==> src/design/rcb_pkg.sv <==
// rcb_pkg: shared types and codes of the rotating colour-key blitter
// holds the controller state type, command/status structs and field codes
// no dependencies
package rcb_pkg;

   // input operation codes
   localparam logic OP_LOAD = 1'b0;
   localparam logic OP_STEP = 1'b1;

   // draw mode codes
   localparam logic [1:0] MODE_FILL  = 2'd0;
   localparam logic [1:0] MODE_COPY  = 2'd1;
   localparam logic [1:0] MODE_KEYED = 2'd2;

   // rotation codes
   localparam logic [1:0] ROT_0   = 2'd0;
   localparam logic [1:0] ROT_90  = 2'd1;
   localparam logic [1:0] ROT_180 = 2'd2;
   localparam logic [1:0] ROT_270 = 2'd3;

   // configuration register indexes
   localparam logic [2:0] REG_DRAW_MODE     = 3'd0;
   localparam logic [2:0] REG_ROTATION      = 3'd1;
   localparam logic [2:0] REG_DEST_X        = 3'd2;
   localparam logic [2:0] REG_DEST_Y        = 3'd3;
   localparam logic [2:0] REG_SPRITE_WIDTH  = 3'd4;
   localparam logic [2:0] REG_SPRITE_HEIGHT = 3'd5;
   localparam logic [2:0] REG_KEY_COLOR     = 3'd6;
   localparam logic [2:0] REG_FILL_COLOR    = 3'd7;

   // fixed field widths
   localparam int CSR_INDEX_W  = 3;
   localparam int CSR_DATA_W   = 16;
   localparam int PIX_INDEX_W  = 14;
   localparam int COLOR_W      = 16;
   localparam int OFFSET_W     = 17;
   localparam int SRC_INDEX_W  = 17;
   localparam int COUNT_W      = 9;
   localparam int COORD_W      = 11;

   // controller states
   typedef enum logic [2:0] {
      ST_IDLE,
      ST_INDEX,
      ST_QUOT,
      ST_REM,
      ST_READ,
      ST_EMIT
   } ctrl_state_type;

   // controller to datapath commands
   typedef struct packed {
      logic load_write;
      logic step_start;
      logic calc_index;
      logic calc_quot;
      logic calc_rem;
      logic read_store;
      logic emit;
   } ctrl_cmd_type;

   // datapath to controller status
   typedef struct packed {
      logic out_free;
   } dp_status_type;

endpackage

==> src/design/rcb_ctrl.sv <==
// rcb_ctrl: sequencer of the blitter, one item at a time
// depends on rcb_pkg for state, command and status types
module rcb_ctrl (
   input  logic                  clock,
   input  logic                  reset,
   input  logic                  req_valid,
   input  logic                  req_operation,
   output logic                  req_stall,
   input  rcb_pkg::dp_status_type status,
   output rcb_pkg::ctrl_cmd_type  cmd
);

   rcb_pkg::ctrl_state_type state_ff, state_in;

   // state register
   always_ff @(posedge clock) begin
      if (reset) begin
         state_ff <= rcb_pkg::ST_IDLE;
      end else begin
         state_ff <= state_in;
      end
   end

   // next state and commands
   always_comb begin
      state_in  = state_ff;
      cmd       = '0;
      req_stall = 1'b1;
      unique case (state_ff)
         rcb_pkg::ST_IDLE: begin
            req_stall = 1'b0;
            if (req_valid) begin
               if (req_operation == rcb_pkg::OP_LOAD) begin
                  cmd.load_write = 1'b1;
               end else begin
                  cmd.step_start = 1'b1;
                  state_in       = rcb_pkg::ST_INDEX;
               end
            end
         end
         rcb_pkg::ST_INDEX: begin
            cmd.calc_index = 1'b1;
            state_in       = rcb_pkg::ST_QUOT;
         end
         rcb_pkg::ST_QUOT: begin
            cmd.calc_quot = 1'b1;
            state_in      = rcb_pkg::ST_REM;
         end
         rcb_pkg::ST_REM: begin
            cmd.calc_rem = 1'b1;
            state_in     = rcb_pkg::ST_READ;
         end
         rcb_pkg::ST_READ: begin
            cmd.read_store = 1'b1;
            state_in       = rcb_pkg::ST_EMIT;
         end
         rcb_pkg::ST_EMIT: begin
            // hold until the output register can take the transaction
            if (status.out_free) begin
               cmd.emit = 1'b1;
               state_in = rcb_pkg::ST_IDLE;
            end
         end
         default: begin
            state_in = rcb_pkg::ST_IDLE;
         end
      endcase
   end

endmodule

==> config.mk <==
export PLATFORM = sky130hd
export DESIGN_NAME = rcb_ctrl
export DESIGN_NICKNAME = d
export VERILOG_FILES = /design/src/design/rcb_pkg.sv /design/src/design/rcb_ctrl.sv
export SDC_FILE = /design/constraint.sdc
export NUM_CORES = 1
export LEC_CHECK = 0
export BUFFER_PORTS_ARGS = -buffer_cell sky130_fd_sc_hd__buf_4
export CORE_AREA = 2 2 39 41
export DETAILED_ROUTE_END_ITERATION = 10
export DIE_AREA = 0 0 41 43
export GPL_ROUTABILITY_DRIVEN = 0
export HOLD_SLACK_MARGIN = 0.06
export PLACE_DENSITY_LB_ADDON = 0.15
export RECOVER_POWER = 50
export SYNTH_ARGS = -nofsm -noshare
export SYNTH_HDL_FRONTEND = slang
export SYNTH_SLANG_ARGS = --single-unit
==> constraint.sdc <==
create_clock -name clock -period 1.2 [get_ports clock]
set_input_delay 0.24 -clock clock [delete_from_list [all_inputs] [get_ports clock]]
set_output_delay 0.24 -clock clock [all_outputs]
set_load 0.005 [all_outputs]
Word-level counts from Yosys, hierarchy flattened
Index checks and enable logic that the tools add are counted.

Register bits: 3. Output and inout port bits: 8.

Eq/ne operators: 8. Multiplexer cells: 15. Reductions and logical operators: 2.

Operator list (number): 3-bit one-hot mux with 6 select lines (1); 1-bit two-way mux (9); 3-bit two-way mux (3); 3-bit by 2-bit equality test with 1-bit output (second input constant) (2); 3-bit equality test (second input constant) (2); 2-bit inequality test (second input constant) (3); 2-bit two-way mux (2); 3-bit by 1-bit equality test with 1-bit output (second input constant) (1); 3-bit zero test (1); 3-bit AND reduction (1).

Logic depth before layout (Yosys ltp)
Gate-level depths: netlist of run 1.

Depth after elaboration: 3. Depth in mapped cells: 4. Gate-level depth less buffers: 3.

Least setup slack after synthesis of run 1
Ideal clock, no wire load.

Path kind: reg-to-output. From: reg state_ff[2]. To: out cmd[5] in the netlist's numbering. Arrival time: 0.825 ns. Required time: 0.960 ns. Path slack: 0.135 ns. Stages on the path, launching flop included: 4. Buffers on the path: 1. Path through: dfxtp_1 -> buf_4 -> nor3_1 -> and3_1.

RTL lines: start: declaration (RTL line rcb_ctrl.sv:13) `rcb_pkg::ctrl_state_type state_ff, state_in;`; start signal: assignment (RTL line rcb_ctrl.sv:18) `state_ff <= rcb_pkg::ST_IDLE;`; start signal: assignment (RTL line rcb_ctrl.sv:20) `state_ff <= state_in;`; end: declaration (RTL line rcb_ctrl.sv:10) `output rcb_pkg::ctrl_cmd_type cmd`.

==> flow_metrics.py, run 1 <==
metrics = {
    "outcome": {
        "outcome": "finished with violations",
        "violations": "setup timing",
    },
    "timing": {
        "slew_violations": 0,
        "rsz0062_at_grt": "yes",
        "finalCritPeriodShare": 1.08,
        "max_freq_ghz": 0.769,
        "period_needed_ns": 1.30,
        "finalSetupViolCount": 7,
        "hold_ws_ns": 0.167,
        "slew_headroom": 0.795,
        "hold_viol": 0,
        "setup_ws_ns": -0.101,
        "fin_skew_ns": 0.00684,
        "tightest_slew_ns": 0.306,
    },
    "global_route": {
        "grt_overflow": 0,
        "met3_usage": 0.0209,
        "grt_max_degree": 8,
        "grt_pass1_vias": 242,
        "antenna_found_initial": 0,
        "busiest_layer": "met2",
        "gr-usage-all-layers": 0.0924,
        "use_met2": 0.131,
        "gr-usage-met1": 0.0900,
        "grt_pass1_wl_um": 1000,
    },
    "worst_setup_path": {
        "cpPeakStageDelay_ns": 0.36,
        "r2r-end": "state_ff[0]$_SDFFE_PP0P_",
        "cp.arrival_ns": 1.06,
        "crit_type": "flip-flop to primary output",
        "cp_slowest_cell": "dfxtp_4",
        "start_kind": "flip-flop",
        "endpoint_kind": "primary output",
        "r2r_cells": 3,
        "worstPathCellList": "nor3_4, and3_1, buf_4",
        "r2r_start": "state_ff[2]$_SDFFE_PP0P_",
        "regToRegSetupSlack_ns": 0.09,
        "crit_required_ns": 0.96,
        "crit_path_max_fanout": 4,
    },
    "logic_synthesis": {
        "synthTopCellsByArea": "dfxtp_1 32%, nor2_1 7.9%, nor3b_2 6.6%",
        "ys_top_cells_by_count": "4 x nor2_1, 3 x dfxtp_1, 3 x nand2_1, 2 x inv_1",
        "synth-edff-count": 0,
        "synth.most_common_cell": "nor2_1",
        "synth_nets": 29,
        "synth_top_area_frac": 0.318,
        "synth.avg_cell_area_um2": 7.87,
        "ys_ff_latch": 3,
        "synth-main-ff-cell": "dfxtp_1",
        "netlist_area_um2": 189,
        "synthArstFlopShare": 0,
        "ys_types": 16,
        "yosysWarnings": 0,
        "yosysTopAreaCell": "dfxtp_1",
        "synth_cells": 24,
        "synth-seq-area-share": 0.318,
    },
    "floorplanning": {
        "placementRows": 14,
        "die_area_um2": 1760,
        "start_util": 0.137,
        "ios": 13,
        "die_w_um": 41,
        "core_um2": 1380,
        "die_h_um": 43,
    },
    "cts": {
        "ctsLongestPathBuffers": 2,
        "cts_buffers": 3,
        "ctsRootBufferMaster": "clkbuf_4",
        "cts_hold_buf": 0,
        "clkLatencyLatePin_ns": 0.24,
        "clkTransAtPathRegs_ns": 0.04,
        "tritoncts": "done",
        "cts.sinks": 3,
        "h-tree-depth": 1,
    },
    "route": {
        "detail_route.wl_per_cell_um": 11.0,
        "drcViolationCount": 0,
        "antenna_left": 0,
        "first_pass_iters": 4,
        "vias_per_cell": 4.25,
        "routed_wl_um": 659,
        "dr_total_vias": 255,
        "drt_iter0_markers": 2,
    },
    "final_layout": {
        "largest_reg_flops": 3,
        "regArea_um2": 68.8,
        "nNetsFinal": 50,
        "reg_top3": "state_ff x3",
        "regMostFlops": "state_ff",
        "fill_cells": 152,
        "syn2layout_area_growth_pct": 115,
        "final_area_um2": 407,
        "multiInputGateArea_um2": 138,
        "drive_above_1_share": 0.659,
        "antenna_cells": 0,
    },
    "pwr": {
        "ir_worst_vdd_mv": 0.299,
        "p_sw_frac": 0.288,
        "leakagePower_uw": 0.000209,
        "p_sw_uw": 123,
        "p_per_area_nw_per_um2": 1050,
        "p_total_uw": 428,
        "power_frac_seq": 0.271,
        "intPower_uw": 305,
        "power_frac_clock": 0.445,
        "combPwrFrac": 0.284,
    },
    "place": {
        "dpl_cell_area_um2": 314,
        "preCtsSetupSlack_ns": 0.0301,
        "numPortBuffers": 12,
        "dp_hpwl_um": 442,
    },
    "min_path": {
        "hold_path_class": "input pin to flip-flop",
        "min_to": "state_ff[2]$_SDFFE_PP0P_",
        "min-delay-start": "reset",
        "hold_depth": 2,
    },
    "job": {
        "cap_violations": 0,
    },
}
==> routing by layer <==
metal,wire length (um),vias to the layer above
li1,-,124
met5,0,-
met3,59,2
met4,15,0
met1,239,115
met2,344,14
==> layout by cell type (no fill, tap or decap), types with 2 or more instances in the layout <==
master / Yosys / layout
buf_4: 1 / 13
buf_6: 0 / 4
nor2_1: 4 / 3
clkbuf_4: 0 / 3
nand2_1: 3 / 2
inv_1: 2 / 2
dfxtp_4: 0 / 2
==> power groups by stage <==
stage                     logic (uW)  registers, uW  clock network (uW)
after CTS                        117            115                 199
final                            122            116                 191
after global placement          95.4            114                   0
after global routing             131            117                 203
after detailed placement        94.2            115                   0
after floorplan                 38.3            116                   0
==> worst max-delay path by stage <==
stage | startpoint | end | slack (ns) | depth (start not counted)
finish | state_ff[1]$_SDFFE_PP0P_ | cmd[5] | -0.10 | 3
global route | state_ff[2]$_SDFFE_PP0P_ | cmd[4] | -0.15 | 3
CTS | state_ff[2]$_SDFFE_PP0P_ | cmd[4] | -0.12 | 3
detailed placement | state_ff[1]$_SDFFE_PP0P_ | cmd[5] | 0.03 | 3
global placement | state_ff[2]$_SDFFE_PP0P_ | cmd[5] | 0.07 | 3
floorplan | state_ff[2]$_SDFFE_PP0P_ | cmd[5] | 0.13 | 3
==> stage by stage <==
| stage | util | cells | TNS (ns) |
|---|---|---|---|
| 4_1_cts | 0.286 | 60 | -0.477 |
| 3_3_place_gp | 0.227 | 54 | 0 |
| 3_5_place_dp | 0.227 | 54 | 0 |
| 6_report | 0.294 | 60 | -0.415 |
| 5_1_grt | 0.294 | 60 | -0.750 |
| 2_1_floorplan | - | 24 | 0 |
==> worst max-delay path: cells and delay by family (launching register included) <==
kind	cells	cell delay, ns
DFF	1	0.36
and+or+nand+nor	2	0.36
buffers and inverters	1	0.11
==> final cells by class <==
type                       count  share of cell area
multi-input combinational     17               0.338
timing repair buffer          17               0.351
sequential                     3               0.169
clock buffer                   4              0.0646
inverter                       3              0.0277
tap                           16              0.0492
==> logic make-up (layout without fill, tap and decap cells) <==
family / after synthesis / in the layout / synth area share
AOI/OAI and AO/OA: 5 / 5 / 0.219
buffers and inverters: 4 / 24 / 0.0993
DFF: 3 / 3 / 0.318
and+or+nand+nor: 12 / 12 / 0.364
==> repair_timing <==
item                                    CTS  global route
endpoints found under the setup margin    8             8
buffers inserted                          2             0
pin swaps                                 3             2
resized for setup                        12             3
No activity file was read; power rests on OpenSTA's default activity.
==> run 2, diff against run 1 <==
- clock period: 1.2 -> 1.3 ns (I/O delays scaled with it)
==> run 2 against run 1 <==
  * The run still ends with setup timing left
  * Non-clock buffer count is 1 higher
  * Sequential share of layout area down 0.26 points
  * Sequential power fell by 8%
  * Sequential cell count stayed put
  * Total power shrank 9.3%
  * Global-route usage is 1.7 points lower
  * Core utilization is 0.45 points higher
  * Die area unchanged
  * Via count shrank 5.5%
==> flow_metrics.py, run 2 (synthesis results as in run 1) <==
metrics = {
    "outcome": {
        "outcome": "finished with violations",
        "violations": "setup timing",
    },
    "global_route": {
        "grt_overflow": 0,
        "grt_pass1_wl_um": 828,
        "gr-usage-all-layers": 0.0754,
        "grt_pass1_vias": 205,
        "grt_max_degree": 7,
        "antenna_found_initial": 0,
    },
    "final_layout": {
        "reg_top3": "state_ff x3",
        "antenna_cells": 0,
        "drive_above_1_share": 0.689,
        "regMostFlops": "state_ff",
        "final_cells": 61,
        "mostFrequentLayoutCells": "16 x buf_4, 3 x nor2_1, 3 x clkbuf_4",
        "fin_util": 0.298,
        "final_common_cell": "buf_4",
        "largest_reg_flops": 3,
        "nNetsFinal": 51,
        "syn2layout_area_growth_pct": 119,
    },
    "worst_setup_path": {
        "crit_required_ns": 1.04,
        "r2r_start": "state_ff[1]$_SDFFE_PP0P_",
        "crit_path_max_fanout": 5,
        "crit_type": "flip-flop to primary output",
        "start_kind": "flip-flop",
        "startpoint": "state_ff[2]$_SDFFE_PP0P_",
        "endpoint_kind": "primary output",
        "cp.arrival_ns": 1.06,
    },
    "timing": {
        "finalCritPeriodShare": 1.02,
        "finalSetupViolCount": 4,
        "fin_skew_ns": 0.00270,
        "max_freq_ghz": 0.757,
        "setup_ws_ns": -0.0209,
        "slew_headroom": 0.791,
        "hold_viol": 0,
        "hold_ws_ns": 0.200,
        "period_needed_ns": 1.32,
        "tightest_slew_ns": 0.313,
        "setup_tns_ns": -0.0499,
        "rsz0062_at_grt": "yes",
        "slew_violations": 0,
    },
    "cts": {
        "h-tree-depth": 1,
        "tritoncts": "done",
        "ctsLongestPathBuffers": 2,
        "ctsRootBufferMaster": "clkbuf_4",
        "cts_buffers": 3,
        "clkTransAtPathRegs_ns": 0.03,
        "clkLatencyLatePin_ns": 0.23,
        "cts.sinks": 3,
    },
    "job": {
        "cap_violations": 0,
    },
    "floorplanning": {
        "die_area_um2": 1760,
        "die_w_um": 41,
        "die_h_um": 43,
        "start_util": 0.137,
        "core_um2": 1380,
        "placementRows": 14,
        "ios": 13,
    },
    "route": {
        "routed_wl_um": 578,
        "first_pass_iters": 4,
        "antenna_left": 0,
        "drt_iter0_markers": 7,
        "drcViolationCount": 0,
        "vias_per_cell": 3.95,
        "detail_route.wl_per_cell_um": 9.48,
        "dr_total_vias": 241,
    },
    "pwr": {
        "leakagePower_uw": 0.000204,
        "p_per_area_nw_per_um2": 941,
        "ir_worst_vdd_mv": 0.429,
    },
    "place": {
        "place_inst": 53,
        "numPortBuffers": 12,
        "dp_hpwl_um": 412,
    },
    "min_path": {
        "hold_path_class": "input pin to flip-flop",
        "min-delay-start": "reset",
    },
}
==> run 2: through the flow <==
step / total power (uW) / cell area (um^2) / setup slack [ns]
final: 388 / 413 / -0.0209
after global routing: 420 / 413 / -0.0988
after CTS: 377 / 378 / -0.0369
after detailed placement: 189 / 307 / 0.0735
after global placement: 190 / 307 / 0.117
after floorplan: 143 / 189 / 0.215
==> run 2: final timing paths <==
check / to / slack, ns / cells past startpoint
max reg2reg: state_ff[0]$_SDFFE_PP0P_ / 0.23 / 3
max: cmd[6] / -0.02 / 4
min reg2reg: state_ff[0]$_SDFFE_PP0P_ / 0.50 / 1
min: state_ff[2]$_SDFFE_PP0P_ / 0.20 / 2
==> run 2: metal layers <==
layer | track usage | vias up | wire [um]
li1 | - | 126 | -
met1 | 0.0774 | 103 | 231
met2 | 0.103 | 12 | 294
met3 | 0.0628 | 0 | 52
met4 | 0.0400 | 0 | 0
met5 | 0 | - | 0
==> run 2: worst max-delay path, stage by stage (launching register included) <==
cell and delay (ns):
dfxtp_4 0.35, nor3_4 0.19, nand2_1 0.07, nor2_1 0.10, buf_4 0.12
==> run 2: layout make-up <==
| class | instances | area, um^2 |
|---|---|---|
| clock buffer | 4 | 26.3 |
| timing repair buffer | 18 | 143 |
| fill | 153 | 971 |
| multi-input combinational | 17 | 144 |
| sequential | 3 | 68.8 |
| inverter | 3 | 11.3 |
| tap | 16 | 20.0 |
==> run 2: report_power, final <==
part | internal, uW | switching (uW) | total [uW]
Combinational | 74.1 | 45.4 | 120
Sequential | 97.7 | 9.66 | 107
Clock | 115 | 46.6 | 161
Total | 287 | 102 | 388
==> run 2: repair_timing <==
action	4_1_cts	5_1_grt
pin swaps	3	5
hold buffers	0	0
buffers inserted	2	2
endpoints found under the setup margin	7	7
resized for setup	9	6
